===== config.mk =====
export PLATFORM = sky130hd
export DESIGN_NAME = lz_pair_decompressor
export DESIGN_NICKNAME = d
export VERILOG_FILES = /design/src/hw/rtl/lzpd_pkg.sv /design/src/hw/rtl/lzpd_history.sv /design/src/hw/rtl/lz_pair_decompressor.sv
export SDC_FILE = /design/constraint.sdc
export NUM_CORES = 2
export LEC_CHECK = 0
export ABC_CLOCK_PERIOD_IN_PS = 20800
export BUFFER_PORTS_ARGS = -buffer_cell sky130_fd_sc_hd__buf_2
export CORE_MARGIN = 3
export CORE_UTILIZATION = 47
export CTS_CLUSTER_DIAMETER = 50
export DETAILED_ROUTE_END_ITERATION = 8
export MAX_ROUTING_LAYER = met4
export PLACE_DENSITY = 0.64
export RECOVER_POWER = 100
export SKIP_LAST_GASP = 1
export SLEW_MARGIN = 20
export SYNTH_ARGS = -nofsm -noshare
export SYNTH_HDL_FRONTEND = slang
export SYNTH_SLANG_ARGS = --single-unit

===== constraint.sdc =====
create_clock -name clk -period 20.8 [get_ports clk]
set_input_delay 6.24 -clock clk [delete_from_list [all_inputs] [get_ports clk]]
set_output_delay 6.24 -clock clk [all_outputs]
set_load 0.02 [all_outputs]

===== src/hw/rtl/lzpd_pkg.sv =====
`timescale 1ns / 1ps
`default_nettype none

package lzpd_pkg;

    // history geometry
    localparam int HISTORY_DEPTH = 256;
    localparam int HIST_AW       = $clog2(HISTORY_DEPTH);
    localparam int COUNT_W       = HIST_AW + 1;

    // match length limit
    localparam int MAX_MATCH = 64;
    localparam int LEN_W     = $clog2(MAX_MATCH + 1);

    // fault codes
    localparam logic [1:0] FAULT_NONE  = 2'd0;
    localparam logic [1:0] FAULT_CLAMP = 2'd1;
    localparam logic [1:0] FAULT_DIST  = 2'd2;

    // parser phase
    typedef enum logic [1:0] {
        PH_LITERAL = 2'd0,
        PH_MARKER  = 2'd1,
        PH_LENGTH  = 2'd2
    } phase_t;

    // sequencer state
    typedef enum logic [1:0] {
        ST_IDLE  = 2'd0,
        ST_READ  = 2'd1,
        ST_WRITE = 2'd2
    } state_t;

    // input request
    typedef struct packed {
        logic [7:0] compressed_byte;
        logic       stream_start;
    } cmp_item_t;

    // output request
    typedef struct packed {
        logic [7:0] out_byte;
        logic       run_last;
        logic [1:0] fault;
    } dec_item_t;

    // history port controls
    typedef struct packed {
        logic               we;
        logic [HIST_AW-1:0] waddr;
        logic [7:0]         wdata;
        logic               re;
        logic [HIST_AW-1:0] raddr;
    } hist_ctl_t;

endpackage

`default_nettype wire


===== src/hw/rtl/lzpd_history.sv =====
`timescale 1ns / 1ps
`default_nettype none

module lzpd_history (
    input  wire logic              clk,
    input  wire logic              rst_n,
    input  wire lzpd_pkg::hist_ctl_t ctl,
    output logic [7:0]             rdata
);

    logic [7:0]                     mem [lzpd_pkg::HISTORY_DEPTH];
    logic [lzpd_pkg::HISTORY_DEPTH-1:0] written_reg;
    logic [7:0]                     rdata_reg;
    logic                           rvalid_reg;

    // storage array, read data registered and held between reads
    always_ff @(posedge clk)
    begin
        if (ctl.we)
        begin
            mem[ctl.waddr] <= ctl.wdata;
        end
        if (ctl.re)
        begin
            rdata_reg <= mem[ctl.raddr];
        end
    end

    // per-entry written flags, never-written entries read as zero
    always_ff @(posedge clk or negedge rst_n)
    begin
        if (!rst_n)
        begin
            written_reg <= '0;
            rvalid_reg  <= 1'b0;
        end
        else
        begin
            if (ctl.we)
            begin
                written_reg[ctl.waddr] <= 1'b1;
            end
            if (ctl.re)
            begin
                rvalid_reg <= written_reg[ctl.raddr];
            end
        end
    end

    assign rdata = rvalid_reg ? rdata_reg : 8'd0;

endmodule

`default_nettype wire


===== src/hw/rtl/lz_pair_decompressor.sv =====
`timescale 1ns / 1ps
`default_nettype none

// literal: stored, and its result is in the output register in the cycle after acceptance
// marker byte: no result
// match: a history read, then write-back and output, for each copied byte
// write-back waits for a free output register; the input is held until the run's last byte
// reset: parser expects a literal, counters clear, history reads as all zeros

module lz_pair_decompressor (
    input  wire logic                clk,
    input  wire logic                rst_n,
    input  wire logic                cmp_valid,
    output logic                     cmp_ready,
    input  wire lzpd_pkg::cmp_item_t cmp_data,
    output logic                     dec_valid,
    input  wire logic                dec_ready,
    output lzpd_pkg::dec_item_t      dec_data
);

    lzpd_pkg::state_t                  state_reg, state_next;
    lzpd_pkg::phase_t                  phase_reg, phase_next;
    logic [7:0]                        dist_reg, dist_next;
    logic [lzpd_pkg::HIST_AW-1:0]      wp_reg, wp_next;
    logic [lzpd_pkg::COUNT_W-1:0]      count_reg, count_next;
    logic [lzpd_pkg::LEN_W-1:0]        rem_reg, rem_next;
    logic [1:0]                        fault_reg, fault_next;
    logic                              out_valid_reg, out_valid_next;
    lzpd_pkg::dec_item_t               out_item_reg, out_item_next;

    lzpd_pkg::hist_ctl_t               hctl;
    logic [7:0]                        hist_rdata;

    logic                              out_free;
    logic                              accept;
    lzpd_pkg::phase_t                  phase_eff;
    logic [lzpd_pkg::COUNT_W-1:0]      count_eff;
    logic [lzpd_pkg::COUNT_W-1:0]      count_inc;
    logic [lzpd_pkg::HIST_AW-1:0]      src_addr;

    lzpd_history u_history (
        .clk   (clk),
        .rst_n (rst_n),
        .ctl   (hctl),
        .rdata (hist_rdata)
    );

    assign out_free  = !out_valid_reg || dec_ready;
    assign cmp_ready = (state_reg == lzpd_pkg::ST_IDLE) && out_free;
    assign accept    = cmp_valid && cmp_ready;
    assign dec_valid = out_valid_reg;
    assign dec_data  = out_item_reg;

    // stream start restarts the parser and the produced count
    assign phase_eff = cmp_data.stream_start ? lzpd_pkg::PH_LITERAL : phase_reg;
    assign count_eff = cmp_data.stream_start ? '0 : count_reg;
    assign count_inc = (count_eff == lzpd_pkg::COUNT_W'(lzpd_pkg::HISTORY_DEPTH))
                     ? count_eff : count_eff + 1'b1;

    // copy source, distance always below the history depth
    assign src_addr = wp_reg - lzpd_pkg::HIST_AW'(dist_reg);

    // state registers
    always_ff @(posedge clk or negedge rst_n)
    begin
        if (!rst_n)
        begin
            state_reg     <= lzpd_pkg::ST_IDLE;
            phase_reg     <= lzpd_pkg::PH_LITERAL;
            dist_reg      <= '0;
            wp_reg        <= '0;
            count_reg     <= '0;
            rem_reg       <= '0;
            fault_reg     <= lzpd_pkg::FAULT_NONE;
            out_valid_reg <= 1'b0;
        end
        else
        begin
            state_reg     <= state_next;
            phase_reg     <= phase_next;
            dist_reg      <= dist_next;
            wp_reg        <= wp_next;
            count_reg     <= count_next;
            rem_reg       <= rem_next;
            fault_reg     <= fault_next;
            out_valid_reg <= out_valid_next;
        end
    end

    // output payload register
    always_ff @(posedge clk)
    begin
        out_item_reg <= out_item_next;
    end

    // parser and copy sequencer
    always_comb
    begin
        state_next     = state_reg;
        phase_next     = phase_reg;
        dist_next      = dist_reg;
        wp_next        = wp_reg;
        count_next     = count_reg;
        rem_next       = rem_reg;
        fault_next     = fault_reg;
        out_valid_next = out_valid_reg && !dec_ready;
        out_item_next  = out_item_reg;
        hctl.we        = 1'b0;
        hctl.waddr     = wp_reg;
        hctl.wdata     = cmp_data.compressed_byte;
        hctl.re        = 1'b0;
        hctl.raddr     = src_addr;

        case (state_reg)
            lzpd_pkg::ST_IDLE:
            begin
                if (accept)
                begin
                    count_next = count_eff;
                    case (phase_eff)
                        lzpd_pkg::PH_MARKER:
                        begin
                            if (cmp_data.compressed_byte == 8'd0)
                            begin
                                phase_next = lzpd_pkg::PH_LITERAL;
                            end
                            else
                            begin
                                dist_next  = cmp_data.compressed_byte;
                                phase_next = lzpd_pkg::PH_LENGTH;
                            end
                        end
                        lzpd_pkg::PH_LENGTH:
                        begin
                            phase_next = lzpd_pkg::PH_LITERAL;
                            if (cmp_data.compressed_byte > 8'(lzpd_pkg::MAX_MATCH))
                            begin
                                rem_next   = lzpd_pkg::LEN_W'(lzpd_pkg::MAX_MATCH);
                                fault_next = lzpd_pkg::FAULT_CLAMP;
                            end
                            else
                            begin
                                rem_next   = cmp_data.compressed_byte[lzpd_pkg::LEN_W-1:0];
                                fault_next = lzpd_pkg::FAULT_NONE;
                            end
                            if (lzpd_pkg::COUNT_W'(dist_reg) > count_eff)
                            begin
                                fault_next = lzpd_pkg::FAULT_DIST;
                            end
                            // zero length gives nothing
                            if (cmp_data.compressed_byte != 8'd0)
                            begin
                                state_next = lzpd_pkg::ST_READ;
                            end
                        end
                        default:
                        begin
                            // literal: store and emit
                            hctl.we                 = 1'b1;
                            wp_next                 = wp_reg + 1'b1;
                            count_next              = count_inc;
                            out_valid_next          = 1'b1;
                            out_item_next.out_byte  = cmp_data.compressed_byte;
                            out_item_next.run_last  = 1'b1;
                            out_item_next.fault     = lzpd_pkg::FAULT_NONE;
                            phase_next              = lzpd_pkg::PH_MARKER;
                        end
                    endcase
                end
            end
            lzpd_pkg::ST_READ:
            begin
                hctl.re    = 1'b1;
                state_next = lzpd_pkg::ST_WRITE;
            end
            lzpd_pkg::ST_WRITE:
            begin
                if (out_free)
                begin
                    // write back the copied byte and emit it
                    hctl.we                = 1'b1;
                    hctl.wdata             = hist_rdata;
                    wp_next                = wp_reg + 1'b1;
                    count_next             = (count_reg ==
                                              lzpd_pkg::COUNT_W'(lzpd_pkg::HISTORY_DEPTH))
                                           ? count_reg : count_reg + 1'b1;
                    rem_next               = rem_reg - 1'b1;
                    out_valid_next         = 1'b1;
                    out_item_next.out_byte = hist_rdata;
                    out_item_next.run_last = (rem_reg == lzpd_pkg::LEN_W'(1));
                    out_item_next.fault    = fault_reg;
                    state_next             = (rem_reg == lzpd_pkg::LEN_W'(1))
                                           ? lzpd_pkg::ST_IDLE : lzpd_pkg::ST_READ;
                end
            end
            default:
            begin
                state_next = lzpd_pkg::ST_IDLE;
            end
        endcase
    end

endmodule

`default_nettype wire


==> results_dict.tcl <==
set metrics [dict create \
    post-cts-setup-buffers 0 \
    io_buffers 25 \
    detail-route-antenna-nets 0 \
    rrSetupSlack_ps 8440 \
    finClkSkew_ps 44.6 \
    crit_arrival_ps 15760 \
    tns_ps 0 \
    crit_type "in -> async" \
    cts.sinks 2363 \
    synth-seq-cells 2363 \
    hold_path_depth 1 \
    slew_headroom -2.34 \
    dr.pass1.iters 6 \
    ios 26 \
    cts_tree "built" \
    gp_congestion 0.814 \
    fin_area_um2 104000 \
    largest_reg_flops 2048 \
    yosysSeqAreaShare 0.749 \
    critPathMaxFanout 59 \
    synthesis.nets 4406 \
    status "complete, but fails checks" \
    syn_to_final_growth_pct 11.6 \
    min_period_over_period 0.740 \
    grt_pass1_wl_mm 319 \
    drv_slew 1766 \
    r2r_cells 14 \
    synthCells 4366 \
    synth_top_cell_by_area "edfxtp_1" \
    cts_max_path_buffers 3 \
    rows 162 \
    drive_gt1_frac 0.302 \
    root_buffer "clkbuf_16" \
    dpl_worst_slack_ps 7410 \
    yosys_warnings 0 \
    synth-main-ff-cell "edfxtp_1" \
    max_freq_mhz 64.9 \
    yosys-top-cells-area "edfxtp_1 (67%), mux4_2 (17%), dfrtp_1 (8.0%)" \
    cpPeakStageDelay_ps 2960 \
    violations "capacitance limit, slew limit" \
    rsz0062_at_grt "no" \
    synth_cell_types 56 \
    hold_path.class "reg -> reg" \
    core_area_um2 196000 \
    die_w_um 450 \
    cp-end-kind "asynchronous set/reset pin" \
    min_period_ps 15400 \
    min_to "u_history.written_reg[246]$_DFFE_PN0P_" \
    yosysMostFrequentCell "edfxtp_1" \
    worstSkewPairLatency_ps 860 \
    crit_path_frequent_cell "clkbuf_1" \
    start_util 0.474 \
    cts-resized-gates 0 \
    via_count 43600 \
    drtIter0Drc 5073 \
    wl_mm 218 \
    postCtsHoldBufs 0 \
    crit_path_start_kind "primary input" \
    hp-start "u_history.written_reg[246]$_DFFE_PN0P_" \
    dpl.hpwl_mm 127 \
    die_h_um 450 \
    fin_ws_ps 5400 \
    vias_per_cell 5.96 \
    synth_async_sr_flop_share 0.125 \
    synth.avg_cell_area_um2 21.2 \
    cts_made_buffers 231 \
    nNetsFinal 4521 \
    overflow 0 \
    r2r_start "wp_reg[0]$_DFFE_PN0P_" \
    clk_pin_slew_worst_paths_ps 60 \
    crit_slowest_cell "clkbuf_1" \
    grt_pass1_vias 44400 \
    max-cap-violations 32 \
    htreeDepth 4 \
    synth_edf_count 2067 \
    rr_endpoint "u_history.rdata_reg[4]$_DFFE_PN_" \
    fin_util 0.529 \
    die_area_um2 203000 \
    crit_required_ps 21160 \
    synth_common_cells "edfxtp_1 (2,067), mux4_2 (713), dfrtp_1 (296), nor2_1 (292), or2_2 (257)" \
    place_area_um2 96100 \
    worstMarginPinSlew_ps 5010 \
    fillers 14900 \
    synth_top_area_share 0.669 \
    final-setup-viol-count 0 \
    drc_errors 0 \
    wl_per_cell_um 29.8 \
    grt_max_degree 221 \
    hold_viol 0 \
    mappedNetlistArea_um2 92700 \
    crit_chain "clkbuf_1 > clkbuf_1 > clkbuf_1 > clkbuf_1" \
    antenna_found_initial 6 \
    track_usage 0.223 \
]
[cell type report]
type | instances | area (um2) | share of cell area
diodes | 3 | 7.51 | 0.0000725
clock buffers | 339 | 6620 | 0.0640
clock inverters | 101 | 1010 | 0.00978
inverters | 28 | 105 | 0.00102
multi-input cells | 1747 | 22300 | 0.215
flip-flops and latches | 2363 | 69500 | 0.671
well taps | 2624 | 3280 | 0.0317
repair buffers | 110 | 723 | 0.00699
[cells by family after synthesis]
kind of cell / after synthesis / synth area share
AOI/OAI and AO/OA: 160 / 0.0108
adders and majority gates: 28 / 0.00383
and+or+nand+nor: 733 / 0.0388
DFF: 2363 / 0.749
xor gates and xnor gates: 15 / 0.00142
buffers and inverters: 256 / 0.0119
muxes: 811 / 0.184
[routing by layer]
metal / vias up / global-route usage / part of all wire
li1: 18100 / - / -
met1: 23600 / 0.310 / 0.41
met2: 1627 / 0.351 / 0.50
met3: 303 / 0.0375 / 0.073
met4: 0 / 0.0527 / 0.023
met5: - / - / 0
[worst max path at each step]
stage               startpoint                                endpoint  depth (start not counted)
floorplan            dec_ready           u_history.mem[0][0]$_DFFE_PP_                          4
global placement     dec_ready                               cmp_ready                          5
detailed placement   dec_ready                               cmp_ready                          5
CTS                  dec_ready                               cmp_ready                          5
global route             rst_n  u_history.written_reg[177]$_DFFE_PN0P_                          4
finish                   rst_n  u_history.written_reg[177]$_DFFE_PN0P_                          4
[placed cells by master (no fill, tap or decap), types with 23 or more instances in the layout]
| master | n |
|---|---|
| a211oi_1 | 29 |
| inv_1 | 28 |
| nor2b_1 | 27 |
| nor2_1 | 291 |
| mux2i_1 | 79 |
| ha_1 | 26 |
| clkinv_2 | 39 |
| a21oi_1 | 43 |
| buf_4 | 43 |
| edfxtp_1 | 2067 |
| clkinv_1 | 23 |
| nand2_1 | 79 |
| or2_2 | 257 |
| clkbuf_8 | 37 |
| o21ai_0 | 55 |
| clkbuf_1 | 124 |
| mux4_2 | 713 |
| dfrtp_1 | 296 |
| clkbuf_16 | 234 |
[worst max-delay path, delay by kind of cell]
family	cells	cell delay (ps)
buffers and inverters	4	9310
[through the flow]
stage,hold slack [ps],std cells
after detailed placement,447,6868
after global routing,470,7314
after CTS,462,7308
final,459,7315
after global placement,444,6868
after floorplan,434,4366
Power is not shown: default switching activity piles up to over one toggle a cycle in this logic, so the estimate is an artifact.
